File: config.mk
export PLATFORM = sky130hd
export DESIGN_NAME = radar_presence_hold_calibrator
export DESIGN_NICKNAME = d
export VERILOG_FILES = /design/src/rtl/rphc_pkg.sv /design/src/rtl/rphc_ctrl.sv /design/src/rtl/rphc_dp.sv /design/src/rtl/radar_presence_hold_calibrator.sv
export SDC_FILE = /design/constraint.sdc
export NUM_CORES = 1
export LEC_CHECK = 0
export CAP_MARGIN = 20
export CORE_MARGIN = 2
export CORE_UTILIZATION = 30
export DETAILED_ROUTE_END_ITERATION = 8
export DONT_BUFFER_PORTS = 1
export PLACE_DENSITY = 0.46
export SYNTH_ARGS = -nofsm -noshare
export SYNTH_HDL_FRONTEND = slang
export SYNTH_HIERARCHICAL = 1
export SYNTH_SLANG_ARGS = --single-unit
export TNS_END_PERCENT = 10
File: constraint.sdc
create_clock -name clk -period 12.8 [get_ports clk]
set_clock_uncertainty 0.05 [all_clocks]
set_input_delay 1.92 -clock clk [delete_from_list [all_inputs] [get_ports clk]]
set_output_delay 1.92 -clock clk [all_outputs]
set_load 0.05 [all_outputs]
File: src/rtl/rphc_pkg.sv
// shared types and constants for the radar presence hold calibrator
package rphc_pkg;

  // request codes
  localparam logic [1:0] REQ_REPORT = 2'd0;
  localparam logic [1:0] REQ_SAMPLE = 2'd1;
  localparam logic [1:0] REQ_START  = 2'd2;

  // configuration register indexes
  localparam logic [2:0] CFG_MOVE_DIST_MAX    = 3'd0;
  localparam logic [2:0] CFG_MOVE_ENERGY_MIN  = 3'd1;
  localparam logic [2:0] CFG_STILL_DIST_MAX   = 3'd2;
  localparam logic [2:0] CFG_STILL_ENERGY_MIN = 3'd3;
  localparam logic [2:0] CFG_LED_ALARM_ENABLE = 3'd4;
  localparam logic [2:0] CFG_HOLD_TIME_MS     = 3'd5;
  localparam logic [2:0] CFG_CALIB_WINDOW_MS  = 3'd6;

  // configuration reset values
  localparam logic [15:0] RST_MOVE_DIST_MAX    = 16'd600;
  localparam logic [7:0]  RST_MOVE_ENERGY_MIN  = 8'd50;
  localparam logic [15:0] RST_STILL_DIST_MAX   = 16'd600;
  localparam logic [7:0]  RST_STILL_ENERGY_MIN = 8'd50;
  localparam logic [15:0] RST_HOLD_TIME_MS     = 16'd2000;
  localparam logic [15:0] RST_CALIB_WINDOW_MS  = 16'd5000;

  // result kinds and calibration status codes
  localparam logic KIND_STATUS = 1'b0;
  localparam logic KIND_GATE   = 1'b1;

  localparam logic [1:0] CAL_IDLE    = 2'd0;
  localparam logic [1:0] CAL_RUNNING = 2'd1;
  localparam logic [1:0] CAL_DONE    = 2'd2;

  localparam logic [15:0] NEAR_LIMIT_CM = 16'd75;
  localparam logic [8:0]  MARGIN        = 9'd15;
  localparam logic [6:0]  THR_MIN       = 7'd20;
  localparam logic [6:0]  THR_MAX       = 7'd100;

  typedef enum logic [1:0] {
    ST_IDLE,
    ST_EXEC,
    ST_STAT,
    ST_GATES
  } state_t;

  typedef struct packed {
    logic accept;
    logic exec;
    logic load_status;
    logic load_gate;
  } dp_cmd_t;

  typedef struct packed {
    logic emit_status;
    logic emit_gates;
    logic gates_pending;
    logic gate_last;
    logic slot_free;
  } dp_status_t;

  function automatic logic [6:0] clamp_thr(input logic [7:0] peak);
    logic [8:0] t;
    t = {1'b0, peak} + MARGIN;
    if (t < {2'b00, THR_MIN}) begin
      return THR_MIN;
    end else if (t > {2'b00, THR_MAX}) begin
      return THR_MAX;
    end else begin
      return t[6:0];
    end
  endfunction

endpackage

File: src/rtl/rphc_ctrl.sv
// controller state machine: accept, execute, emit status and gate results
module rphc_ctrl
  import rphc_pkg::*;
(
  input  logic       clk,
  input  logic       rst,
  input  logic       in_valid,
  output logic       in_stall,
  input  dp_status_t st,
  output dp_cmd_t    cmd
);

  state_t state;
  state_t state_next;

  always_ff @(posedge clk) begin
    if (rst) begin
      state <= ST_IDLE;
    end else begin
      state <= state_next;
    end
  end

  always_comb begin
    state_next = state;
    cmd        = '0;
    in_stall   = 1'b1;
    case (state)
      ST_IDLE: begin
        in_stall = 1'b0;
        if (in_valid) begin
          cmd.accept = 1'b1;
          state_next = ST_EXEC;
        end
      end
      ST_EXEC: begin
        cmd.exec = 1'b1;
        if (st.emit_status) begin
          state_next = ST_STAT;
        end else if (st.emit_gates) begin
          state_next = ST_GATES;
        end else begin
          state_next = ST_IDLE;
        end
      end
      ST_STAT: begin
        if (st.slot_free) begin
          cmd.load_status = 1'b1;
          state_next = st.gates_pending ? ST_GATES : ST_IDLE;
        end
      end
      ST_GATES: begin
        if (st.slot_free) begin
          cmd.load_gate = 1'b1;
          if (st.gate_last) begin
            state_next = ST_IDLE;
          end
        end
      end
      default: begin
        state_next = ST_IDLE;
      end
    endcase
  end

endmodule

File: src/rtl/rphc_dp.sv
// datapath: config registers, presence and calibration state, peaks, output register
module rphc_dp
  import rphc_pkg::*;
#(
  parameter int GATE_COUNT = 9
) (
  input  logic        clk,
  input  logic        rst,
  input  dp_cmd_t     cmd,
  output dp_status_t  st,
  input  logic        cfg_we,
  input  logic [2:0]  cfg_index,
  input  logic [15:0] cfg_data,
  input  logic [1:0]  req_type,
  input  logic [31:0] time_ms,
  input  logic [15:0] moving_distance,
  input  logic [7:0]  moving_energy,
  input  logic [15:0] still_distance,
  input  logic [7:0]  still_energy,
  input  logic [3:0]  gate_index,
  input  logic [7:0]  gate_move_energy,
  input  logic [7:0]  gate_still_energy,
  output logic        out_valid,
  input  logic        out_stall,
  output logic        kind,
  output logic        present,
  output logic        led_on,
  output logic [3:0]  gate,
  output logic [6:0]  moving_threshold,
  output logic [6:0]  still_threshold,
  output logic [1:0]  calib_status,
  output logic        last
);

  localparam int GIDX_W = (GATE_COUNT > 1) ? $clog2(GATE_COUNT) : 1;

  // configuration
  logic [15:0] move_dist_max;
  logic [7:0]  move_energy_min;
  logic [15:0] still_dist_max;
  logic [7:0]  still_energy_min;
  logic        led_alarm_enable;
  logic [15:0] hold_time_ms;
  logic [15:0] calib_window_ms;

  // latched input beat
  logic [1:0]  req_q;
  logic [31:0] time_q;
  logic [15:0] md_q;
  logic [7:0]  me_q;
  logic [15:0] sd_q;
  logic [7:0]  se_q;
  logic [3:0]  gidx_q;
  logic [7:0]  gme_q;
  logic [7:0]  gse_q;

  // block state
  logic        present_flag, present_flag_next;
  logic        led_state, led_state_next;
  logic        calibrating, calibrating_next;
  logic        calib_finished, calib_finished_next;
  logic [31:0] last_seen_ms, last_seen_ms_next;
  logic [31:0] calib_start_ms, calib_start_ms_next;
  logic [7:0]  moving_peak [GATE_COUNT];
  logic [7:0]  moving_peak_next [GATE_COUNT];
  logic [7:0]  still_peak [GATE_COUNT];
  logic [7:0]  still_peak_next [GATE_COUNT];

  logic              gates_pending;
  logic [GIDX_W-1:0] gate_cnt;

  logic [31:0] cal_elapsed;
  logic [31:0] seen_elapsed;
  logic        due;
  logic        mv_hit;
  logic        sv_hit;
  logic        is_report;
  logic        is_sample;
  logic        is_start;
  logic [1:0]  status_code;

  always_ff @(posedge clk) begin
    if (rst) begin
      move_dist_max    <= RST_MOVE_DIST_MAX;
      move_energy_min  <= RST_MOVE_ENERGY_MIN;
      still_dist_max   <= RST_STILL_DIST_MAX;
      still_energy_min <= RST_STILL_ENERGY_MIN;
      led_alarm_enable <= 1'b0;
      hold_time_ms     <= RST_HOLD_TIME_MS;
      calib_window_ms  <= RST_CALIB_WINDOW_MS;
    end else if (cfg_we) begin
      case (cfg_index)
        CFG_MOVE_DIST_MAX:    move_dist_max    <= cfg_data;
        CFG_MOVE_ENERGY_MIN:  move_energy_min  <= cfg_data[7:0];
        CFG_STILL_DIST_MAX:   still_dist_max   <= cfg_data;
        CFG_STILL_ENERGY_MIN: still_energy_min <= cfg_data[7:0];
        CFG_LED_ALARM_ENABLE: led_alarm_enable <= cfg_data[0];
        CFG_HOLD_TIME_MS:     hold_time_ms     <= cfg_data;
        CFG_CALIB_WINDOW_MS:  calib_window_ms  <= cfg_data;
        default: begin
        end
      endcase
    end
  end

  always_ff @(posedge clk) begin
    if (cmd.accept) begin
      req_q  <= req_type;
      time_q <= time_ms;
      md_q   <= moving_distance;
      me_q   <= moving_energy;
      sd_q   <= still_distance;
      se_q   <= still_energy;
      gidx_q <= gate_index;
      gme_q  <= gate_move_energy;
      gse_q  <= gate_still_energy;
    end
  end

  assign cal_elapsed  = time_q - calib_start_ms;
  assign seen_elapsed = time_q - last_seen_ms;
  assign due    = calibrating && (cal_elapsed >= {16'd0, calib_window_ms});
  assign mv_hit = (md_q > NEAR_LIMIT_CM) && (md_q <= move_dist_max)
                  && (me_q >= move_energy_min);
  assign sv_hit = (sd_q > NEAR_LIMIT_CM) && (sd_q <= still_dist_max)
                  && (se_q >= still_energy_min);

  assign is_report = (req_q == REQ_REPORT);
  assign is_sample = (req_q == REQ_SAMPLE);
  assign is_start  = (req_q == REQ_START);

  always_comb begin
    present_flag_next   = present_flag;
    led_state_next      = led_state;
    calibrating_next    = calibrating;
    calib_finished_next = calib_finished;
    last_seen_ms_next   = last_seen_ms;
    calib_start_ms_next = calib_start_ms;
    for (int i = 0; i < GATE_COUNT; i++) begin
      moving_peak_next[i] = moving_peak[i];
      still_peak_next[i]  = still_peak[i];
    end
    if (cmd.exec) begin
      if (is_report) begin
        if (mv_hit || sv_hit) begin
          present_flag_next = 1'b1;
          last_seen_ms_next = time_q;
          if (led_alarm_enable) begin
            led_state_next = 1'b1;
          end
        end else if (seen_elapsed > {16'd0, hold_time_ms}) begin
          present_flag_next = 1'b0;
          led_state_next    = 1'b0;
        end
      end
      // each lane only looks at samples addressed to it
      if (is_sample && calibrating && !due) begin
        for (int i = 0; i < GATE_COUNT; i++) begin
          if (gidx_q == 4'(i)) begin
            if (gme_q > moving_peak[i]) moving_peak_next[i] = gme_q;
            if (gse_q > still_peak[i])  still_peak_next[i]  = gse_q;
          end
        end
      end
      if ((is_report || is_sample) && due) begin
        calibrating_next    = 1'b0;
        calib_finished_next = 1'b1;
      end
      if (is_start) begin
        calibrating_next    = 1'b1;
        calib_finished_next = 1'b0;
        calib_start_ms_next = time_q;
        for (int i = 0; i < GATE_COUNT; i++) begin
          moving_peak_next[i] = 8'd0;
          still_peak_next[i]  = 8'd0;
        end
      end
    end
  end

  always_ff @(posedge clk) begin
    if (rst) begin
      present_flag   <= 1'b0;
      led_state      <= 1'b0;
      calibrating    <= 1'b0;
      calib_finished <= 1'b0;
      last_seen_ms   <= 32'd0;
      calib_start_ms <= 32'd0;
      for (int i = 0; i < GATE_COUNT; i++) begin
        moving_peak[i] <= 8'd0;
        still_peak[i]  <= 8'd0;
      end
    end else begin
      present_flag   <= present_flag_next;
      led_state      <= led_state_next;
      calibrating    <= calibrating_next;
      calib_finished <= calib_finished_next;
      last_seen_ms   <= last_seen_ms_next;
      calib_start_ms <= calib_start_ms_next;
      for (int i = 0; i < GATE_COUNT; i++) begin
        moving_peak[i] <= moving_peak_next[i];
        still_peak[i]  <= still_peak_next[i];
      end
    end
  end

  // gate sweep counter and pending flag, set up when the item executes
  always_ff @(posedge clk) begin
    if (rst) begin
      gates_pending <= 1'b0;
      gate_cnt      <= '0;
    end else if (cmd.exec) begin
      gates_pending <= st.emit_gates;
      gate_cnt      <= '0;
    end else if (cmd.load_gate) begin
      gate_cnt <= gate_cnt + 1'b1;
    end
  end

  assign st.emit_status   = cmd.exec && (is_report || is_start);
  assign st.emit_gates    = cmd.exec && (is_report || is_sample) && due;
  assign st.gates_pending = gates_pending;
  assign st.gate_last     = (gate_cnt == GIDX_W'(GATE_COUNT - 1));
  assign st.slot_free     = !out_valid || !out_stall;

  assign status_code = calibrating ? CAL_RUNNING : (calib_finished ? CAL_DONE : CAL_IDLE);

  always_ff @(posedge clk) begin
    if (rst) begin
      out_valid <= 1'b0;
    end else if (cmd.load_status || cmd.load_gate) begin
      out_valid <= 1'b1;
    end else if (!out_stall) begin
      out_valid <= 1'b0;
    end
  end

  always_ff @(posedge clk) begin
    if (cmd.load_status) begin
      kind             <= KIND_STATUS;
      gate             <= 4'd0;
      moving_threshold <= 7'd0;
      still_threshold  <= 7'd0;
      last             <= !gates_pending;
    end else if (cmd.load_gate) begin
      kind <= KIND_GATE;
      gate <= 4'(gate_cnt);
      // gate 0 is pinned to the top threshold
      if (gate_cnt == '0) begin
        moving_threshold <= THR_MAX;
        still_threshold  <= THR_MAX;
      end else begin
        moving_threshold <= clamp_thr(moving_peak[gate_cnt]);
        still_threshold  <= clamp_thr(still_peak[gate_cnt]);
      end
      last <= st.gate_last;
    end
    if (cmd.load_status || cmd.load_gate) begin
      present      <= present_flag;
      led_on       <= led_state;
      calib_status <= status_code;
    end
  end

endmodule

File: src/rtl/radar_presence_hold_calibrator.sv
// top level of the radar presence hold calibrator
//
// Input channel (in_valid / in_stall) carries one request per beat: a target
// report, a gate energy sample or a calibration start, each with a ms time.
// Output channel (out_valid / out_stall) returns results: a presence result
// for reports and starts, then one threshold per gate when a report or sample
// closes a calibration window. last marks the final result of a request.
// Configuration writes (cfg_valid / cfg_ready, cfg_index, cfg_data) are
// taken every cycle and belong only in idle periods.
// Timing: a request is taken in idle and executes in the cycle after; the
// controller then loads its results into the single output register, one
// result per cycle while the output is not stalled. The input stays closed
// until the last result of the request has been loaded.
// A stalled output holds its beat and the sweep waits; the next request can
// already be taken while the final result of the previous one sits unread.
// Reset clears presence, calibration state, peaks and restores the
// register defaults; no clearing pass is needed.
module radar_presence_hold_calibrator
  import rphc_pkg::*;
#(
  parameter int GATE_COUNT = 9
) (
  input  logic        clk,
  input  logic        rst,
  input  logic        in_valid,
  output logic        in_stall,
  input  logic [1:0]  req_type,
  input  logic [31:0] time_ms,
  input  logic [15:0] moving_distance,
  input  logic [7:0]  moving_energy,
  input  logic [15:0] still_distance,
  input  logic [7:0]  still_energy,
  input  logic [3:0]  gate_index,
  input  logic [7:0]  gate_move_energy,
  input  logic [7:0]  gate_still_energy,
  output logic        out_valid,
  input  logic        out_stall,
  output logic        kind,
  output logic        present,
  output logic        led_on,
  output logic [3:0]  gate,
  output logic [6:0]  moving_threshold,
  output logic [6:0]  still_threshold,
  output logic [1:0]  calib_status,
  output logic        last,
  input  logic        cfg_valid,
  output logic        cfg_ready,
  input  logic [2:0]  cfg_index,
  input  logic [15:0] cfg_data
);

  dp_cmd_t    cmd;
  dp_status_t st;

  assign cfg_ready = 1'b1;

  rphc_ctrl u_ctrl (
    .clk      (clk),
    .rst      (rst),
    .in_valid (in_valid),
    .in_stall (in_stall),
    .st       (st),
    .cmd      (cmd)
  );

  rphc_dp #(
    .GATE_COUNT (GATE_COUNT)
  ) u_dp (
    .clk                (clk),
    .rst                (rst),
    .cmd                (cmd),
    .st                 (st),
    .cfg_we             (cfg_valid && cfg_ready),
    .cfg_index          (cfg_index),
    .cfg_data           (cfg_data),
    .req_type           (req_type),
    .time_ms            (time_ms),
    .moving_distance    (moving_distance),
    .moving_energy      (moving_energy),
    .still_distance     (still_distance),
    .still_energy       (still_energy),
    .gate_index         (gate_index),
    .gate_move_energy   (gate_move_energy),
    .gate_still_energy  (gate_still_energy),
    .out_valid          (out_valid),
    .out_stall          (out_stall),
    .kind               (kind),
    .present            (present),
    .led_on             (led_on),
    .gate               (gate),
    .moving_threshold   (moving_threshold),
    .still_threshold    (still_threshold),
    .calib_status       (calib_status),
    .last               (last)
  );

endmodule

==> flow_summary.toml, run 1 <==
[final_layout]
final_common_cell = "dfxtp_1"
area_growth_pct = 10.3
drive_above_1_share_pct = 7.16
fin_util_pct = 33.3
mostFrequentLayoutCells = "dfxtp_1, nand2_1, inv_1"
nets = 3336
post_layout_nonfiller_instances = 4127

[critical_path]
r2r_slack_ns = 6.93
cp-startpoint = "u_dp/time_q[0]"
start_kind = "register"
cp_max_fo = 4
worst-setup-path-type = "register to register"
crit_path_end_kind = "register"
arrival_ns = 6.36
required_ns = 13.30
r2r_cells = 20
r2r_start = "u_dp/time_q[0]"

[logic_synthesis]
ys_seq_area_share_pct = 36.4
synth-main-ff-cell = "dfxtp_1"
syn_area_um2 = 26600
synth.largest_area_cell = "dfxtp_1"
synth_cell_types = 91
ys_async_sr_fraction_pct = 0
synth_seq_cells = 431
yosysWarnings = 6
synth_area_per_cell_um2 = 8.98
ys_top_cells_by_area = "dfxtp_1, ha_1, edfxtp_1"
syn-num-nets = 3382
synth_cells = 2964
synth_edf_count = 107
synth.top_cell.area_share_pct = 24.4

[grt]
grt_overflow = 0
grtUsageTotal_pct = 18.0
grt_pass1_vias = 21700
grt_start_max_net_pins = 179
antenna_found_initial = 10
grt_first_pass_wirelength_mm = 128

[run_status]
status = "complete, no violations"

[placement]
place_inst = 4022
dp.final_hpwl_mm = 60.3
place_congestion = 0.866
port_buffers = 0

[hold_path]
hold_depth = 2
holdCritStartpoint = "u_dp/calib_start_ms[21]"
hp-class = "register to register"

[power]
power_switching_share_pct = 28.8
leakage_nw = 10.8
p_per_area_nw_per_um2 = 117
comb_power_share_pct = 14.2
p_int_mw = 2.44
p_total_mw = 3.43
switching_power_mw = 0.988
power.share.sequential_pct = 44.5
peakVddDrop_uv = 112
pwr-share-clk_pct = 41.3

[floorplanning]
ioPinCount = 153
initial_core_util_pct = 30.2
dieArea_um2 = 91100
core-area_um2 = 88100
placementRows = 109
die_w_um = 302
die_y_um = 302

[cts]
cts_max_path_buffers = 3
cts_tree = "done"
clock_sinks = 431
postCtsResizedCells = 0
cts_root_buffer = "clkbuf_16"
clk_latency_ns = 0.62
cts_hold_buf = 0
cts.reportedPaths.clkPinSlew_ns = 0.06
cts_made_buffers = 52
postCtsSetupBuffers = 0
htreeDepth = 2

[detailed_routing]
drt_iter0_drc = 1359
routed_via_density = 5.35
wl_per_cell_um = 20.1
firstDrtPassIters = 5
postRouteAntennaNets = 0
totalWireLength_mm = 83.1
dr_total_vias = 22100
drc = 0

[timing]
setup_viol = 0
period_share_pct = 45.8
setup-tns-final_ns = 0
tightest_slew_ns = 1.11
min_period_ns = 5.87
slew_headroom_pct = 24.5
hold_slack_ns = 0.402
fmax_mhz = 170
rsz0062_at_grt = "no"
finalHoldViolCount = 0
maxSlewViolCount = 0

[flow_run]
max_cap_viol_count = 0
-- state kept, by name, indices dropped and copies added (netlist names), 8 cells and up, named ones only --
name and flops:
u_dp/last_seen_ms 32, u_dp/me_q 8, u_dp/still_peak 72, u_dp/calib_window_ms 16, u_dp/md_q 16, u_dp/gse_q 8
u_dp/sd_q 16, u_dp/gme_q 8, u_dp/move_energy_min 8, u_dp/se_q 8, u_dp/calib_start_ms 32, u_dp/moving_peak 72
u_dp/time_q 32, u_dp/move_dist_max 16, u_dp/hold_time_ms 16, u_dp/still_dist_max 16, u_dp/still_energy_min 8
-- layer usage --
layer / track usage [%] / vias to the layer above / routed length (um)
met1: 24.4 / 10600 / 38000
li1: - / 10700 / -
met4: 5.98 / 20 / 2640
met3: 3.87 / 160 / 5420
met5: 0 / - / 138
met2: 28.5 / 635 / 36900
-- worst paths after layout --
| path | to |
|---|---|
| worst max-delay path | u_dp/led_state |
| worst min-delay path | u_dp/calib_start_ms[21] |
| worst max register to register | u_dp/led_state |
| worst min register to register | u_dp/calib_start_ms[21] |
-- cells in the mapped netlist, drive strengths merged (11+ instances only) --
cell and number:
a211o 23, ha 290, mux4 32, a211oi 17, o21a 44, xnor2 36, mux2i 55, inv 294
a31o 20, mux2 17, nand3 56, xor2 19, and3 18, nor3 44, nand3b 19, and2 11
nor2b 49, nand4 50, o21ai 217, nand2 311, o311a 13, clkbuf 75, buf 52, nor2 153
dfxtp 324, o311ai 14, o211ai 143, nand2b 40, a21o 59, a21oi 229, a31oi 12, edfxtp 107
-- power by group through the flow --
stage	Clock [mW]	Sequential [mW]	Combinational, mW
final	1.42	1.53	0.485
after floorplan	0	1.53	0.365
after detailed placement	0	1.56	0.480
after global routing	1.52	1.53	0.545
after global placement	0	1.55	0.468
after CTS	1.46	1.53	0.482
-- stage by stage --
step / area (um2) / setup WS (ns)
after floorplan: 26600 / 6.02
after global placement: 27600 / 6.98
after detailed placement: 27600 / 6.93
after CTS: 29300 / 6.89
after global routing: 29400 / 6.56
final: 29400 / 6.93
-- cell type report --
| type | count | area, um2 |
|---|---|---|
| well taps | 1165 | 1460 |
| flip-flops and latches | 431 | 9700 |
| fillers | 9235 | 58700 |
| clock buffers | 73 | 1440 |
| clock inverters | 24 | 171 |
| repair buffers | 27 | 265 |
| multi-input cells | 2112 | 15200 |
| inverters | 294 | 1100 |
| diodes | 1 | 2.50 |
-- logic make-up (layout without fill, tap and decap cells) --
kind of cell    Yosys count  count (layout)  synth area share, %
compound gates          869             869                 21.1
simple gates            790             790                 14.6
flops                   431             431                 36.4
buf+inv                 421             418                 6.57
fa+ha+maj               293             293                 13.8
mux                     104             104                 5.58
xor+xnor                 55              55                 1.81
other cells               1               2               0.0141
-- critical path, stage by stage (launching register included) --
cell and delay (ns):
edfxtp_1 0.39, inv_1 0.12, ha_1 0.18, inv_1 0.06, fa_1 0.41, a21o_1 0.20, a221oi_1 0.61, a21oi_1 0.20
a221o_1 0.43, a21o_1 0.19, a21oi_1 0.17, xnor2_1 0.16, ha_1 0.23, a2111oi_0 0.38, a21oi_1 0.13, o31ai_1 0.59
o2111ai_1 0.22, a211o_1 0.27, nor4_1 0.30, nand4_1 0.28, o21ai_0 0.23
Note: power is estimated with default switching activity, not from simulation.
==> run 2: changes to the inputs <==
--- a/config.mk
+++ b/config.mk
@@ -5,6 +5,7 @@
 export SDC_FILE = /design/constraint.sdc
 export NUM_CORES = 1
 export LEC_CHECK = 0
+export ABC_AREA = 1
 export CAP_MARGIN = 20
 export CORE_MARGIN = 2
 export CORE_UTILIZATION = 30
==> constraint.sdc (replaced) <==
create_clock -name clk -period 5.7 [get_ports clk]
set_clock_uncertainty 0.05 [all_clocks]
set_input_delay 0.855 -clock clk [delete_from_list [all_inputs] [get_ports clk]]
set_output_delay 0.855 -clock clk [all_outputs]
set_load 0.05 [all_outputs]
==> run 2 against run 1 <==
  * Critical endpoint is now u_dp/still_peak[6][4]
  * Largest power group is now the clock network
  * Final area grew 2.2%
  * Synthesized area rose by 1.6%
  * Wire length is 3.6% higher
  * Core utilization is 0.099 points higher
  * Power grew to 2.5 times the previous value
  * Synthesized cell count up 26%
  * Cell count is 19% higher
  * Worst setup slack got worse by 6.0 ns
  * Sequential cell count unchanged
  * Hold slack worse by 0.16 ns
  * Combinational power grew to 2.9 times the previous value
  * Clock power grew to 2.6 times the previous value
==> flow_summary.toml, run 2 <==
[cts]
postCtsSetupBuffers = 0
cts_root_buffer = "clkbuf_16"
cts.reportedPaths.clkPinSlew_ns = 0.06
clock_sinks = 431
cts_hold_buf = 0
cts_max_path_buffers = 3
cts_made_buffers = 55
cts_tree = "done"
postCtsResizedCells = 0
htreeDepth = 2
clk_latency_ns = 0.66

[timing]
tightest_slew_ns = 1.13
finalHoldViolCount = 0
rsz0062_at_grt = "no"
maxSlewViolCount = 0
setup-tns-final_ns = 0
min_period_ns = 4.72
setup_ws_ns = 0.981
slew_headroom_pct = 23.8
hold_slack_ns = 0.237
setup_viol = 0
period_share_pct = 82.8
fmax_mhz = 212

[grt]
grt_first_pass_wirelength_mm = 133
grtUsageTotal_pct = 18.3
grt_pass1_vias = 22700
grt_overflow = 0
antenna_found_initial = 9
grt_start_max_net_pins = 149

[placement]
port_buffers = 0
place_inst = 4790
dp_worst_setup_slack_ns = 0.985
postPlaceCellArea_um2 = 28000
place_congestion = 0.872
dp.final_hpwl_mm = 62.5

[power]
leakage_nw = 12.3
p_per_area_nw_per_um2 = 286
p_total_mw = 8.59
peakVddDrop_uv = 273

[final_layout]
mostFrequentLayoutCells = "nand2_1, inv_1, a21oi_1"
fill_cells = 9685
final_common_cell = "nand2_1"
largest_registers = "u_dp/moving_peak (72), u_dp/still_peak (72)"
nets = 4096
drive_above_1_share_pct = 3.84
finalInstanceArea_um2 = 30000
fin_util_pct = 33.4
area_growth_pct = 10.9
post_layout_nonfiller_instances = 4902

[detailed_routing]
dr_total_vias = 23700
wl_per_cell_um = 17.6
postRouteAntennaNets = 0
drt_iter0_drc = 1334
drc = 0
routed_via_density = 4.84
totalWireLength_mm = 86.1
firstDrtPassIters = 6

[floorplanning]
initial_core_util_pct = 30.1
die_y_um = 304
ioPinCount = 153
placementRows = 110
die_w_um = 304
core-area_um2 = 89700
dieArea_um2 = 92600

[flow_run]
max_cap_viol_count = 0

[critical_path]
required_ns = 6.16
critical_path.top_delay_family = "simple AND/OR/NAND/NOR gates"
crit_path_max_incr_delay_ns = 0.50
cp_max_fo = 96
crit_buf_inv = 4
critPathSlowestCell = "nand2_8"
crit_path_end_kind = "register"
crit_path_frequent_cell = "nand2_1"
arrival_ns = 5.18
start_kind = "register"
worst-setup-path-type = "register to register"

[logic_synthesis]
synth.largest_area_cell = "dfxtp_1"
synth_seq_cells = 431
synth_area_per_cell_um2 = 7.25
ys_async_sr_fraction_pct = 0
synth_edf_count = 107
yosysMostFrequentCell = "nand2_1"
ys_top_cells_by_count = "nand2_1, inv_1, a21oi_1"
syn-num-nets = 4147
synth-main-ff-cell = "dfxtp_1"
yosysWarnings = 6
ys_top_cells_by_area = "dfxtp_1, ha_1, edfxtp_1"
synth.top_cell.area_share_pct = 24.0
ys_seq_area_share_pct = 35.9
synth_cell_types = 45
synth_cells = 3729
syn_area_um2 = 27000

[run_status]
status = "complete, no violations"

[hold_path]
hp-class = "input pin to register"
[run 2: cell types whose count changed after synthesis, moves of 52 or more]
cell | previous run | this run
nand2_1 | 311 | 720
o21ai_0 | 93 | 259
o211ai_1 | 140 | 65
a21oi_1 | 229 | 487
o21ai_1 | 124 | 19
inv_1 | 294 | 503
a21o_1 | 59 | 2
mux2i_1 | 52 | 0
nor2_1 | 153 | 352
nand3_1 | 56 | 274
[run 2: logic make-up (layout without fill, tap and decap cells)]
family,count (synthesis),in the layout,synth area share [%]
other cells,1,2,0.0139
simple gates,1441,1441,22.1
xor+xnor,38,38,1.23
compound gates,878,878,17.4
fa+ha+maj,292,292,13.6
flops,431,431,35.9
buf+inv,648,644,9.90
[run 2: path summary, 6_finish.rpt]
check / endpoint / startpoint / slack (ns) / cells past startpoint
hold / removal: u_dp/time_q[0] / time_ms[0] / 0.24 / 0
setup / recovery: u_dp/still_peak[6][4] / u_dp/time_q[0] / 0.98 / 27
hold reg to reg: u_dp/calib_start_ms[24] / u_dp/calib_start_ms[24] / 0.40 / 2
setup reg to reg: u_dp/still_peak[6][4] / u_dp/time_q[0] / 0.98 / 27
[run 2: routing by layer]
metal | part of all wire (%) | up-vias | track usage (%)
li1 | - | 12400 | -
met5 | 0.064 | - | 0
met4 | 3.0 | 8 | 5.95
met2 | 49 | 414 | 32.7
met1 | 44 | 10800 | 22.6
met3 | 3.8 | 140 | 2.45
[run 2: power breakdown]
group	switching [mW]	internal, mW
combinational	0.938	0.469
clock	1.51	2.21
sequential	0.191	3.28
total	2.64	5.95
[run 2: cell type report]
| cell class | count | area (um2) | area share [%] |
|---|---|---|---|
| Inverter | 511 | 1930 | 6.42 |
| Clock buffer | 62 | 1450 | 4.85 |
| Clock inverter | 42 | 477 | 1.59 |
| Timing Repair Buffer | 29 | 259 | 0.864 |
| Multi-Input combinational cell | 2650 | 14700 | 49.0 |
| Tap cell | 1176 | 1470 | 4.91 |
| Sequential cell | 431 | 9700 | 32.4 |
| Antenna cell | 1 | 2.50 | 0.00834 |
[run 2: worst register-to-register path: stages (launching register included)]
cell and delay, ns:
edfxtp_1 0.32, inv_1 0.07, ha_1 0.25, fa_1 0.41, inv_1 0.07, nand2_1 0.05
nand2_1 0.09, nand3_1 0.08, nand2_1 0.19, nand2_1 0.08, nand2_1 0.18, xor2_1 0.21
ha_1 0.26, inv_1 0.07, nor3_1 0.05, nor3_1 0.13, nand2_1 0.08, nand2_1 0.06
nand3_1 0.14, nor2_1 0.13, nand3_1 0.07, nor2_1 0.09, nand4_1 0.20, nand2_8 0.50
buf_4 0.49, nand3_1 0.14, nand2_1 0.09, nor2_1 0.04
